<file path="src/hdl/tidmap_pkg.sv">
// Shared constants, codes and controller/datapath interface types of the id map.
package tidmap_pkg;

    // Table geometry and field widths.
    localparam int ENTRIES    = 32;
    localparam int ID_BITS    = 16;
    localparam int VALUE_BITS = 16;
    localparam int TIME_BITS  = 32;
    localparam int IDX_W      = $clog2(ENTRIES);
    localparam int CNT_W      = $clog2(ENTRIES + 1);
    localparam int ENTRY_W    = ID_BITS + VALUE_BITS + TIME_BITS;
    localparam int STATUS_W   = 3;

    // Value of the age register after reset.
    localparam logic [TIME_BITS-1:0] MAX_AGE_RESET = TIME_BITS'(100);

    // Result status codes.
    localparam logic [STATUS_W-1:0] ST_UPDATED = 3'd0;
    localparam logic [STATUS_W-1:0] ST_STALE   = 3'd1;
    localparam logic [STATUS_W-1:0] ST_INSERT  = 3'd2;
    localparam logic [STATUS_W-1:0] ST_FULL    = 3'd3;
    localparam logic [STATUS_W-1:0] ST_TRIM    = 3'd4;

    // Transaction mode codes.
    localparam logic MODE_OBSERVE = 1'b0;
    localparam logic MODE_TRIM    = 1'b1;

    // Commands from the controller to the datapath.
    typedef struct packed {
        logic load;
        logic scan;
        logic commit;
    } t_dp_cmd;

    // Status from the datapath to the controller.
    typedef struct packed {
        logic scan_last;
    } t_dp_stat;

endpackage

</file>
<file path="src/hdl/tidmap_ram.sv">
// Generic single-write, single-read RAM with registered read data.
module tidmap_ram #(
    parameter int WIDTH = 8,
    parameter int DEPTH = 32
) (
    input  logic                     i_clk,
    input  logic                     i_we,
    input  logic [$clog2(DEPTH)-1:0] i_waddr,
    input  logic [WIDTH-1:0]         i_wdata,
    input  logic                     i_re,
    input  logic [$clog2(DEPTH)-1:0] i_raddr,
    output logic [WIDTH-1:0]         o_rdata
);

    logic [WIDTH-1:0] r_mem [DEPTH];
    logic [WIDTH-1:0] r_rdata;

    // Write port and registered read port.
    always_ff @(posedge i_clk) begin
        if (i_we) begin
            r_mem[i_waddr] <= i_wdata;
        end
        if (i_re) begin
            r_rdata <= r_mem[i_raddr];
        end
    end

    assign o_rdata = r_rdata;

endmodule

</file>
<file path="src/hdl/tidmap_dp.sv">
// Datapath of the id map: entry RAM, valid bits, scan evaluation and result registers.
module tidmap_dp (
    input  logic                                  i_clk,
    input  logic                                  i_rst_n,
    input  tidmap_pkg::t_dp_cmd                   i_cmd,
    output tidmap_pkg::t_dp_stat                  o_stat,
    input  logic                                  i_cfg_we,
    input  logic [tidmap_pkg::TIME_BITS-1:0]      i_cfg_wdata,
    input  logic                                  i_mode,
    input  logic [tidmap_pkg::ID_BITS-1:0]        i_source_id,
    input  logic [tidmap_pkg::VALUE_BITS-1:0]     i_value,
    input  logic [tidmap_pkg::TIME_BITS-1:0]      i_stamp,
    output logic                                  o_strobe,
    output logic [tidmap_pkg::STATUS_W-1:0]       o_status,
    output logic [tidmap_pkg::CNT_W-1:0]          o_removed_count,
    output logic [tidmap_pkg::CNT_W-1:0]          o_occupancy
);
    import tidmap_pkg::*;

    // Configuration and captured transaction.
    logic [TIME_BITS-1:0]  r_max_age;
    logic                  r_mode;
    logic [ID_BITS-1:0]    r_id;
    logic [VALUE_BITS-1:0] r_val;
    logic [TIME_BITS-1:0]  r_stamp;
    logic [TIME_BITS-1:0]  r_limit;
    logic                  r_trim_en;

    // Scan pointer and pending read.
    logic [IDX_W-1:0]      r_addr;
    logic                  r_chk;
    logic [IDX_W-1:0]      r_chk_idx;

    // Table state.
    logic [ENTRIES-1:0]    r_valid;
    logic [CNT_W-1:0]      r_occ;

    // Scan findings.
    logic                  r_hit;
    logic [IDX_W-1:0]      r_hit_idx;
    logic [TIME_BITS-1:0]  r_hit_time;
    logic                  r_free;
    logic [IDX_W-1:0]      r_free_idx;
    logic [CNT_W-1:0]      r_removed;

    // Result registers.
    logic                  r_strobe;
    logic [STATUS_W-1:0]   r_status;
    logic [CNT_W-1:0]      r_out_removed;
    logic [CNT_W-1:0]      r_out_occ;

    // RAM connections and decoded read entry.
    logic [ENTRY_W-1:0]    rd_data;
    logic [ID_BITS-1:0]    rd_id;
    logic [TIME_BITS-1:0]  rd_time;
    logic                  rd_valid;
    logic                  wr_en;
    logic [IDX_W-1:0]      wr_addr;
    logic [ENTRY_W-1:0]    wr_data;

    // Commit decisions.
    logic                  do_update;
    logic                  do_insert;
    logic [STATUS_W-1:0]   n_status;
    logic [CNT_W-1:0]      n_occ;

    tidmap_ram #(
        .WIDTH (ENTRY_W),
        .DEPTH (ENTRIES)
    ) u_entry_ram (
        .i_clk   (i_clk),
        .i_we    (wr_en),
        .i_waddr (wr_addr),
        .i_wdata (wr_data),
        .i_re    (i_cmd.scan),
        .i_raddr (r_addr),
        .o_rdata (rd_data)
    );

    assign rd_id    = rd_data[ENTRY_W-1 -: ID_BITS];
    assign rd_time  = rd_data[TIME_BITS-1:0];
    assign rd_valid = r_valid[r_chk_idx];

    assign o_stat.scan_last = (r_addr == IDX_W'(ENTRIES - 1));

    // Commit decision for the finished scan.
    always_comb begin
        do_update = 1'b0;
        do_insert = 1'b0;
        n_status  = ST_TRIM;
        n_occ     = r_occ;
        if (r_mode == MODE_TRIM) begin
            n_status = ST_TRIM;
            n_occ    = r_occ - r_removed;
        end else if (r_hit) begin
            do_update = (r_stamp > r_hit_time);
            n_status  = do_update ? ST_UPDATED : ST_STALE;
        end else if (r_free) begin
            do_insert = 1'b1;
            n_status  = ST_INSERT;
            n_occ     = r_occ + CNT_W'(1);
        end else begin
            n_status = ST_FULL;
        end
    end

    // A hit with a newer stamp rewrites its own entry; an insert fills the first free entry.
    assign wr_en   = i_cmd.commit && (do_update || do_insert);
    assign wr_addr = r_hit ? r_hit_idx : r_free_idx;
    assign wr_data = {r_id, r_val, r_stamp};

    // Age register.
    always_ff @(posedge i_clk) begin
        if (!i_rst_n) begin
            r_max_age <= MAX_AGE_RESET;
        end else if (i_cfg_we) begin
            r_max_age <= i_cfg_wdata;
        end
    end

    // Capture of the transaction and the trim limit.
    always_ff @(posedge i_clk) begin
        if (i_cmd.load) begin
            r_mode    <= i_mode;
            r_id      <= i_source_id;
            r_val     <= i_value;
            r_stamp   <= i_stamp;
            r_limit   <= i_stamp - r_max_age;
            r_trim_en <= (i_stamp >= r_max_age);
        end
    end

    // Scan control: one read per cycle, evaluated the cycle after.
    always_ff @(posedge i_clk) begin
        if (!i_rst_n) begin
            r_addr <= '0;
            r_chk  <= 1'b0;
        end else begin
            r_chk <= i_cmd.scan;
            if (i_cmd.load) begin
                r_addr <= '0;
            end else if (i_cmd.scan) begin
                r_addr <= r_addr + IDX_W'(1);
            end
        end
    end

    always_ff @(posedge i_clk) begin
        if (i_cmd.scan) begin
            r_chk_idx <= r_addr;
        end
    end

    // Per-entry evaluation, valid bits and occupancy.
    always_ff @(posedge i_clk) begin
        if (!i_rst_n) begin
            r_valid   <= '0;
            r_occ     <= '0;
            r_hit     <= 1'b0;
            r_free    <= 1'b0;
            r_removed <= '0;
        end else begin
            if (i_cmd.load) begin
                r_hit     <= 1'b0;
                r_free    <= 1'b0;
                r_removed <= '0;
            end else if (r_chk) begin
                if (r_mode == MODE_TRIM) begin
                    if (r_trim_en && rd_valid && (rd_time < r_limit)) begin
                        r_valid[r_chk_idx] <= 1'b0;
                        r_removed          <= r_removed + CNT_W'(1);
                    end
                end else begin
                    if (rd_valid && (rd_id == r_id) && !r_hit) begin
                        r_hit <= 1'b1;
                    end
                    if (!rd_valid && !r_free) begin
                        r_free <= 1'b1;
                    end
                end
            end
            if (i_cmd.commit) begin
                r_occ <= n_occ;
                if (do_insert) begin
                    r_valid[r_free_idx] <= 1'b1;
                end
            end
        end
    end

    // Index and time of the first hit, index of the first free entry.
    always_ff @(posedge i_clk) begin
        if (r_chk && (r_mode == MODE_OBSERVE)) begin
            if (rd_valid && (rd_id == r_id) && !r_hit) begin
                r_hit_idx  <= r_chk_idx;
                r_hit_time <= rd_time;
            end
            if (!rd_valid && !r_free) begin
                r_free_idx <= r_chk_idx;
            end
        end
    end

    // Result registers, shown for one cycle after commit.
    always_ff @(posedge i_clk) begin
        if (!i_rst_n) begin
            r_strobe <= 1'b0;
        end else begin
            r_strobe <= i_cmd.commit;
        end
    end

    always_ff @(posedge i_clk) begin
        if (i_cmd.commit) begin
            r_status      <= n_status;
            r_out_removed <= (r_mode == MODE_TRIM) ? r_removed : '0;
            r_out_occ     <= n_occ;
        end
    end

    assign o_strobe        = r_strobe;
    assign o_status        = r_status;
    assign o_removed_count = r_out_removed;
    assign o_occupancy     = r_out_occ;

    // The occupancy counter matches the valid bits whenever a transaction starts.
    a_occ_matches: assert property (@(posedge i_clk) disable iff (!i_rst_n)
        i_cmd.load |-> ($countones(r_valid) == 32'(r_occ)))
        else $error("occupancy counter disagrees with valid bits");

    // Occupancy never exceeds the table size.
    a_occ_bound: assert property (@(posedge i_clk) disable iff (!i_rst_n)
        32'(r_occ) <= ENTRIES)
        else $error("occupancy above table size");

    // Nothing is written into the table while a scan is reading it.
    a_no_write_in_scan: assert property (@(posedge i_clk) disable iff (!i_rst_n)
        i_cmd.scan |-> !wr_en)
        else $error("table write during scan");

endmodule

</file>
<file path="src/hdl/tidmap_ctrl.sv">
// Controller state machine of the id map: accept, scan, drain, commit.
module tidmap_ctrl (
    input  logic                 i_clk,
    input  logic                 i_rst_n,
    input  logic                 i_start,
    output logic                 o_busy,
    output tidmap_pkg::t_dp_cmd  o_cmd,
    input  tidmap_pkg::t_dp_stat i_stat
);
    import tidmap_pkg::*;

    localparam logic [1:0] S_IDLE   = 2'd0;
    localparam logic [1:0] S_SCAN   = 2'd1;
    localparam logic [1:0] S_DRAIN  = 2'd2;
    localparam logic [1:0] S_COMMIT = 2'd3;

    logic [1:0] r_state;
    logic [1:0] n_state;

    // Next state and datapath commands.
    always_comb begin
        n_state      = r_state;
        o_cmd.load   = 1'b0;
        o_cmd.scan   = 1'b0;
        o_cmd.commit = 1'b0;
        case (r_state)
            S_IDLE: begin
                if (i_start) begin
                    o_cmd.load = 1'b1;
                    n_state    = S_SCAN;
                end
            end
            S_SCAN: begin
                o_cmd.scan = 1'b1;
                if (i_stat.scan_last) begin
                    n_state = S_DRAIN;
                end
            end
            S_DRAIN: begin
                n_state = S_COMMIT;
            end
            S_COMMIT: begin
                o_cmd.commit = 1'b1;
                n_state      = S_IDLE;
            end
            default: begin
                n_state = S_IDLE;
            end
        endcase
    end

    // State register.
    always_ff @(posedge i_clk) begin
        if (!i_rst_n) begin
            r_state <= S_IDLE;
        end else begin
            r_state <= n_state;
        end
    end

    assign o_busy = (r_state != S_IDLE);

    // A commit always returns to idle.
    a_commit_to_idle: assert property (@(posedge i_clk) disable iff (!i_rst_n)
        (r_state == S_COMMIT) |=> (r_state == S_IDLE))
        else $error("controller did not return to idle after commit");

    // An accepted transaction always starts a scan.
    a_start_scans: assert property (@(posedge i_clk) disable iff (!i_rst_n)
        (i_start && !o_busy) |=> (r_state == S_SCAN))
        else $error("accepted transaction did not start a scan");

    // The scan leaves only after its last read.
    a_scan_exit: assert property (@(posedge i_clk) disable iff (!i_rst_n)
        ((r_state == S_SCAN) && !i_stat.scan_last) |=> (r_state == S_SCAN))
        else $error("scan ended early");

endmodule

</file>
<file path="src/hdl/timestamped_id_map_with_aging_top.sv">
// Top level of the timestamped id map with age-based trimming.
//
// A transaction is accepted when start is high while busy is low. Each one
// sweeps the 32-entry table once through the single read port of the entry
// RAM, one entry per cycle, then evaluates the last entry read in the drain
// state and commits in the commit state; busy stays high until the commit.
// The result is registered at the commit and shown on o_strobe for exactly
// one cycle. A new transaction may be started in that same cycle, but not
// before. The receiver cannot stall results. Observe transactions update,
// insert or drop an id; trim transactions clear entries older than the current
// time minus max_age. The max_age register (reset 100) is written through
// i_cfg_we and i_cfg_wdata; the user must write it only while the block is
// idle, which the block itself does not enforce.
module timestamped_id_map_with_aging_top (
    input  logic                                  i_clk,
    input  logic                                  i_rst_n,
    input  logic                                  start,
    output logic                                  busy,
    input  logic                                  i_cfg_we,
    input  logic [tidmap_pkg::TIME_BITS-1:0]      i_cfg_wdata,
    input  logic                                  i_mode,
    input  logic [tidmap_pkg::ID_BITS-1:0]        i_source_id,
    input  logic [tidmap_pkg::VALUE_BITS-1:0]     i_value,
    input  logic [tidmap_pkg::TIME_BITS-1:0]      i_stamp,
    output logic                                  o_strobe,
    output logic [tidmap_pkg::STATUS_W-1:0]       o_status,
    output logic [tidmap_pkg::CNT_W-1:0]          o_removed_count,
    output logic [tidmap_pkg::CNT_W-1:0]          o_occupancy
);
    import tidmap_pkg::*;

    t_dp_cmd  cmd;
    t_dp_stat stat;

    // Sequencer.
    tidmap_ctrl u_ctrl (
        .i_clk   (i_clk),
        .i_rst_n (i_rst_n),
        .i_start (start),
        .o_busy  (busy),
        .o_cmd   (cmd),
        .i_stat  (stat)
    );

    // Table and result logic.
    tidmap_dp u_dp (
        .i_clk           (i_clk),
        .i_rst_n         (i_rst_n),
        .i_cmd           (cmd),
        .o_stat          (stat),
        .i_cfg_we        (i_cfg_we),
        .i_cfg_wdata     (i_cfg_wdata),
        .i_mode          (i_mode),
        .i_source_id     (i_source_id),
        .i_value         (i_value),
        .i_stamp         (i_stamp),
        .o_strobe        (o_strobe),
        .o_status        (o_status),
        .o_removed_count (o_removed_count),
        .o_occupancy     (o_occupancy)
    );

endmodule
</file>
<file path="config.mk">
export PLATFORM = sky130hd
export DESIGN_NAME = timestamped_id_map_with_aging_top
export DESIGN_NICKNAME = d
export VERILOG_FILES = /design/src/hdl/tidmap_pkg.sv /design/src/hdl/tidmap_ram.sv /design/src/hdl/tidmap_dp.sv /design/src/hdl/tidmap_ctrl.sv /design/src/hdl/timestamped_id_map_with_aging_top.sv
export SDC_FILE = /design/constraint.sdc
export NUM_CORES = 2
export LEC_CHECK = 0
export ABC_AREA = 1
export BUFFER_PORTS_ARGS = -buffer_cell sky130_fd_sc_hd__buf_4
export CELL_PAD_IN_SITES_DETAIL_PLACEMENT = 1
export CELL_PAD_IN_SITES_GLOBAL_PLACEMENT = 1
export CORE_ASPECT_RATIO = 1.75
export CORE_MARGIN = 3
export CORE_UTILIZATION = 45
export DETAILED_ROUTE_END_ITERATION = 6
export PLACE_DENSITY_LB_ADDON = 0.3
export REMOVE_ABC_BUFFERS = 1
export SLEW_MARGIN = 20
export SYNTH_ARGS = -nofsm -noshare
export SYNTH_HDL_FRONTEND = slang
export SYNTH_SLANG_ARGS = --single-unit
</file>
<file path="constraint.sdc">
create_clock -name i_clk -period 4.5 [get_ports i_clk]
set_input_delay 0.9 -clock i_clk [delete_from_list [all_inputs] [get_ports i_clk]]
set_output_delay 0.9 -clock i_clk [all_outputs]
set_load 0.02 [all_outputs]
</file>
[After elaboration in Yosys (flattened, before gate mapping)]
Memory sizes are Yosys's and may differ from the RTL's. A register that Yosys moved wholly into a read port is not among the register bits.
Index checks and enable logic that the tools add are counted.
Cells by class
  add/sub/neg operators: 5
  bitwise logic cells: 5
  reduce and logical (&&, ||, !) cells: 22
  mux-type cells: 34
  equal/unequal tests: 7
  order comparisons: 7
Operators by type and width (count)
  two-way mux 32 bit: 7
  bitwise AND 32 bit: 1
  >= comparator 32 bit: 1
  greater-than comparator 32 bit: 1
  < comparator 32 bit: 1
  inverter 32 bit: 1
  OR 32 bit: 1
  subtractor 32 bit: 1
  two-way mux 6 bit: 3
  equality test 16 bit: 1
  two-way mux 1 bit: 16
  adder 6 x 1 -> 6 bit (second input constant): 2
  < comparator 5 x 6 -> 1 bit (second input constant): 2
  demux 1 bit (select 5 bit): 2
  >= comparator 5 x 1 -> 1 bit (second input constant): 2
  logical AND 1 bit: 9
  AND reduction 3 bit: 3
  case mux 2 bit (4 select lines): 1
  AND reduction 2 bit: 3
  subtractor 6 bit: 1
  adder 5 x 1 -> 5 bit (second input constant): 1
  binary-select mux 1 bit (select 5 bit): 1
  equality test 5 bit (second input constant): 1
  two-way mux 5 bit: 1
  other kinds (11): 17
Word-level totals
  logic and storage cells: 104
  memories kept: 1
  register bits: 247
  input bits: 101
  memory bits (writable): 2048
  output and inout port bits: 17
Memory list
  u_dp.u_entry_ram.r_mem: words 32, width 64, rd ports 1, clocked after Yosys merged registers in 1, wr ports 1, line tidmap_ram.sv:15  | logic [WIDTH-1:0] r_mem [DEPTH];

[Longest topological paths before layout]
  word-level depth: 14
  mapped depth: 16
  depth with buffers taken out: 16

[Hierarchy]
From an unflattened synthesis, not the netlist that was laid out.
Second synthesis, totals
  cell total of the unflattened synthesis: 8326
  area, all modules: 97055.6 um2
By module, submodules not included
  tidmap_ram: times used 1, area an instance 83662.7 um2, sequential area each 63420.8 um2, cells each 6768
  tidmap_dp: times used 1, area an instance 13210.2 um2, sequential area each 6506.2 um2, cells each 1532
  tidmap_ctrl: times used 1, area an instance 182.7 um2, sequential area each 40.0 um2, cells each 26

[Worst setup path after synthesis]
Ideal clock, no wire load.
  path kind: register to register
  start: register u_dp.r_stamp[31]
  end: memory u_dp.u_entry_ram.r_mem[0][0] (netlist name), enable pin
  data required time: 4.046 ns
  path slack: -0.027 ns
  library setup time: 0.454 ns
  data arrival time: 4.073 ns
  path buffers: 0
  period minus slack after synthesis: 4.527 ns
  cell stages (with the launch flop): 12
  path through: edfxtp_1 ha_1 nand2_1 nor2_1 nand4_1 nor3b_1 nand2_1 nand2_1 nand2_1 nand2_1 nand3_1 nor2_1
Between the ends
  longest elaborated chain between the ends: 7
RTL lines
  start, declared: line tidmap_dp.sv:25  | logic [TIME_BITS-1:0] r_stamp;
  start signal, assigned: line tidmap_dp.sv:127  | r_stamp <= i_stamp;
  greater-than comparator 32 bit: line tidmap_dp.sv:96  | do_update = (r_stamp > r_hit_time);
  two-way mux 1 bit: line tidmap_dp.sv:95  | end else if (r_hit) begin
  two-way mux 1 bit: line tidmap_dp.sv:92  | if (r_mode == MODE_TRIM) begin
  logical OR 1 bit: line tidmap_dp.sv:108  | assign wr_en = i_cmd.commit && (do_update || do_insert);
  logical AND 1 bit: line tidmap_dp.sv:108
  two-way mux 1 bit: line tidmap_ram.sv:20  | if (i_we) begin
  two-way mux 1 bit (implied by the code): line tidmap_ram.sv:21  | r_mem[i_waddr] <= i_wdata;
  end, declared: line tidmap_ram.sv:15
No other way between the ends.

[Final worst setup path]
  start: register u_dp.r_stamp[2]
  end: memory u_dp.u_entry_ram.r_mem[2][52] (netlist name), enable pin
Same word-level chain as after synthesis.

==> results.yml <==
timing:
  finalMaxSlewViolations: 0
  worst_slack_ns: 0.6571
  tightest_slew_ns: 1.107
  fmax_mhz: 260.2
  fin_crit_sh: 0.8540
  rsz0062_at_grt: "no"
  period_needed_ns: 3.843
  finalSetupViolCount: 0
  skew_ns: 0.04079
  slew_headroom: 0.2557
  hold_violations: 0
synthesis:
  seq_area_frac_synth: 0.7271
  netlist_area_um2: 73760
  synth_edf_count: 1728
  ys_warn_count: 0
  ys.flop_type: "edfxtp_1"
  yosys-top-cells-area: "edfxtp_1 (70%), o21ai_0 (5.8%), nor2_1 (4.7%)"
  synth_cell_types: 44
  syn_inst: 5876
  yosysTopAreaCellShare: 0.7035
  ys_ff_latch: 1815
  synthArstFlopShare: 0
  yosysTopAreaCell: "edfxtp_1"
  avgSynthCellArea_um2: 12.55
setup_path:
  end_kind: "flip-flop"
  crit_required_ns: 4.99
  path_max_fanout: 33
  crit_path_frequent_cell: "nand2_1"
  crit_arrival_ns: 4.33
  path_cells: "buf_4 > ha_1 > nand2_1 > inv_1 > nand2_1 > nand2_1 > nand2_1 > nand2_1 > nand2_1 > nand2_1 > nand2_1 > nand2_1 > nand2_1 > nand2_1 > nand3_1 > nor2_4 > buf_12"
  startpoint_type: "flip-flop"
  crit_path_top_delay_cell: "nor2_4"
  critPathKind: "reg2reg"
  slowest_delay_ns: 0.63
pwr:
  cellPowerDensity_nw_per_um2: 493.2
  finalPower_w: 0.04123
  seq_power_share: 0.489
  power.clock.fraction: 0.347
  peakVddDrop_v: 0.0003416
  combPwrFrac: 0.164
  netSwitchingPower_w: 0.01169
  p_int_w: 0.02954
  cellLeakagePower_nw: 27.93
  switching_share: 0.2836
route:
  drt-total-wl_um: 229200
  drc: 0
  postRouteAntennaNets: 0
  first_pass_iters: 6
  wl_per_cell_um: 27.68
  vias: 49563
  first_iter_violations: 4680
  avgViaCountPerCell: 5.986
clock_tree:
  cts_hold_buf: 0
  clock_sinks: 1815
  cts_tree: "yes"
  clk_latency_ns: 0.82
  cts_resized: 0
  root_buffer: "clkbuf_16"
  numCtsBuffers: 168
  htreeDepth: 4
  post-cts-setup-buffers: 0
  clkTransAtPathRegs_ns: 0.07
  cts_buffer_depth: 4
placed_design:
  gp_congestion: 0.9345
  pre_cts_ws_ns: 0.6722
  portBuffers: 101
  hpwl_um: 132300
floorplanning:
  rows: 196
  core-area_um2: 162800
  initial_core_util: 0.4530
  dieArea_um2: 169000
  fp.dieW_um: 312.1
  chipHeight_um: 541.6
  ioPinCount: 118
min_path:
  hold_class: "in2reg"
run_status:
  run_status: "complete, no violations"
global_route:
  grt_usage: 0.2658
  grt_pass1_vias: 52599
  grt_first_pass_wirelength_um: 335100
  antenna_found_initial: 5
  grt_overflow: 0
  grt_max_degree: 202
cells_and_area:
  layout-drive-gt1-share: 0.1008
  nets: 6186
  area.growth.synth_to_final_pct: 13.32
  nFillCells: 16457
flow_run:
  maxCapViolations: 0
## critical path, delay by kind of cell (launching register included)
| kind | cells | cell delay, ns |
|---|---|---|
| adder cells (fa/ha/maj) | 1 | 0.32 |
| buffers and inverters | 3 | 0.59 |
| flip-flops | 1 | 0.37 |
| AND/OR/NAND/NOR | 13 | 2.19 |
## final timing paths
| path | from | end | slack, ns | cells past startpoint |
|---|---|---|---|---|
| setup reg to reg | u_dp.r_stamp[2]$_DFFE_PP_ | u_dp.u_entry_ram.r_mem[2][52]$_DFFE_PP_ | 0.66 | 17 |
| hold / removal | i_source_id[1] | u_dp.r_id[1]$_DFFE_PP_ | 0.26 | 1 |
| setup / recovery | u_dp.r_stamp[2]$_DFFE_PP_ | u_dp.u_entry_ram.r_mem[2][52]$_DFFE_PP_ | 0.66 | 17 |
| hold reg to reg | u_dp.u_entry_ram.o_rdata[5]$_DFFE_PP_ | u_dp.r_hit_time[5]$_DFFE_PP_ | 0.46 | 0 |
## synth_stat cells, drive strengths merged, types with 45 or more instances
master / instances
nand3: 175
nor2: 934
inv: 285
clkbuf: 255
nand4: 56
o211ai: 45
buf: 92
o21ai: 905
ha: 109
a21oi: 161
dfxtp: 87
edfxtp: 1728
o22ai: 242
nand2: 539
o221ai: 144
## metrics by stage
step / hold slack (ns) / cells / setup TNS [ns] / util / area [µm²]
final: 0.2626 / 8280 / 0 / 0.5133 / 83590
after global routing: 0.2394 / 8279 / 0 / 0.5133 / 83590
after global placement: 0.4441 / 7979 / 0 / 0.4799 / 78150
after CTS: 0.2135 / 8276 / 0 / 0.5131 / 83560
after detailed placement: 0.4508 / 7981 / 0 / 0.4802 / 78190
after floorplan: 0.4264 / 5529 / -1475.00 / - / 72330
## cell type report
type,instances,area [µm²],share of cell area
antenna,3,7.507,0.00008981
clock buffer,198,4433,0.05303
clock inverter,97,929.6,0.01112
inverter,288,1112,0.01331
multi-input combinational,3426,17900,0.2141
sequential,1815,53650,0.6418
tap,2178,2725,0.03260
timing repair buffer,275,2838,0.03395
## sequential cells by signal, indices dropped and copies added, names as in the netlist, 16 cells and up
name,count
u_dp.r_valid,32
u_dp.r_limit,32
u_dp.r_hit_time,32
u_dp.r_id,16
u_dp.r_max_age,32
u_dp.u_entry_ram.r_mem,1536
u_dp.r_stamp,32
u_dp.u_entry_ram.o_rdata,48
## routing by layer
layer | routed length (µm) | GRT usage
met1 | 81670 | 0.3018
met2 | 121100 | 0.4859
met3 | 12570 | 0.02973
met4 | 13870 | 0.1480
met5 | 0 | 0
## power by group through the flow
stage               sequential [W]  combinational, W  clock, W
global placement            0.0205           0.00625         0
finish                      0.0202           0.00674    0.0143
floorplan                   0.0209           0.00282         0
global route                0.0202           0.00743    0.0151
detailed placement          0.0205           0.00667         0
CTS                         0.0202           0.00673    0.0145
## cells in the final DEF (no fill, tap or decap), types with 83 or more instances in the layout
| cell type | instances |
|---|---|
| edfxtp_1 | 1728 |
| nor2_1 | 899 |
| o21ai_0 | 857 |
| nand2_1 | 538 |
| inv_1 | 276 |
| o22ai_1 | 242 |
| buf_4 | 213 |
| clkbuf_16 | 173 |
| nand3_1 | 154 |
| o221ai_1 | 144 |
| a21oi_1 | 140 |
| ha_1 | 108 |
| dfxtp_1 | 83 |
## cell families after synthesis
logic type / count (synthesis) / synth area share
compound gates: 1519 / 0.1179
xor+xnor: 36 / 0.004274
buf+inv: 635 / 0.03413
fa+ha+maj: 111 / 0.01903
simple gates: 1760 / 0.09760
flops: 1815 / 0.7271
Note: power is estimated with default switching activity, not from simulation.
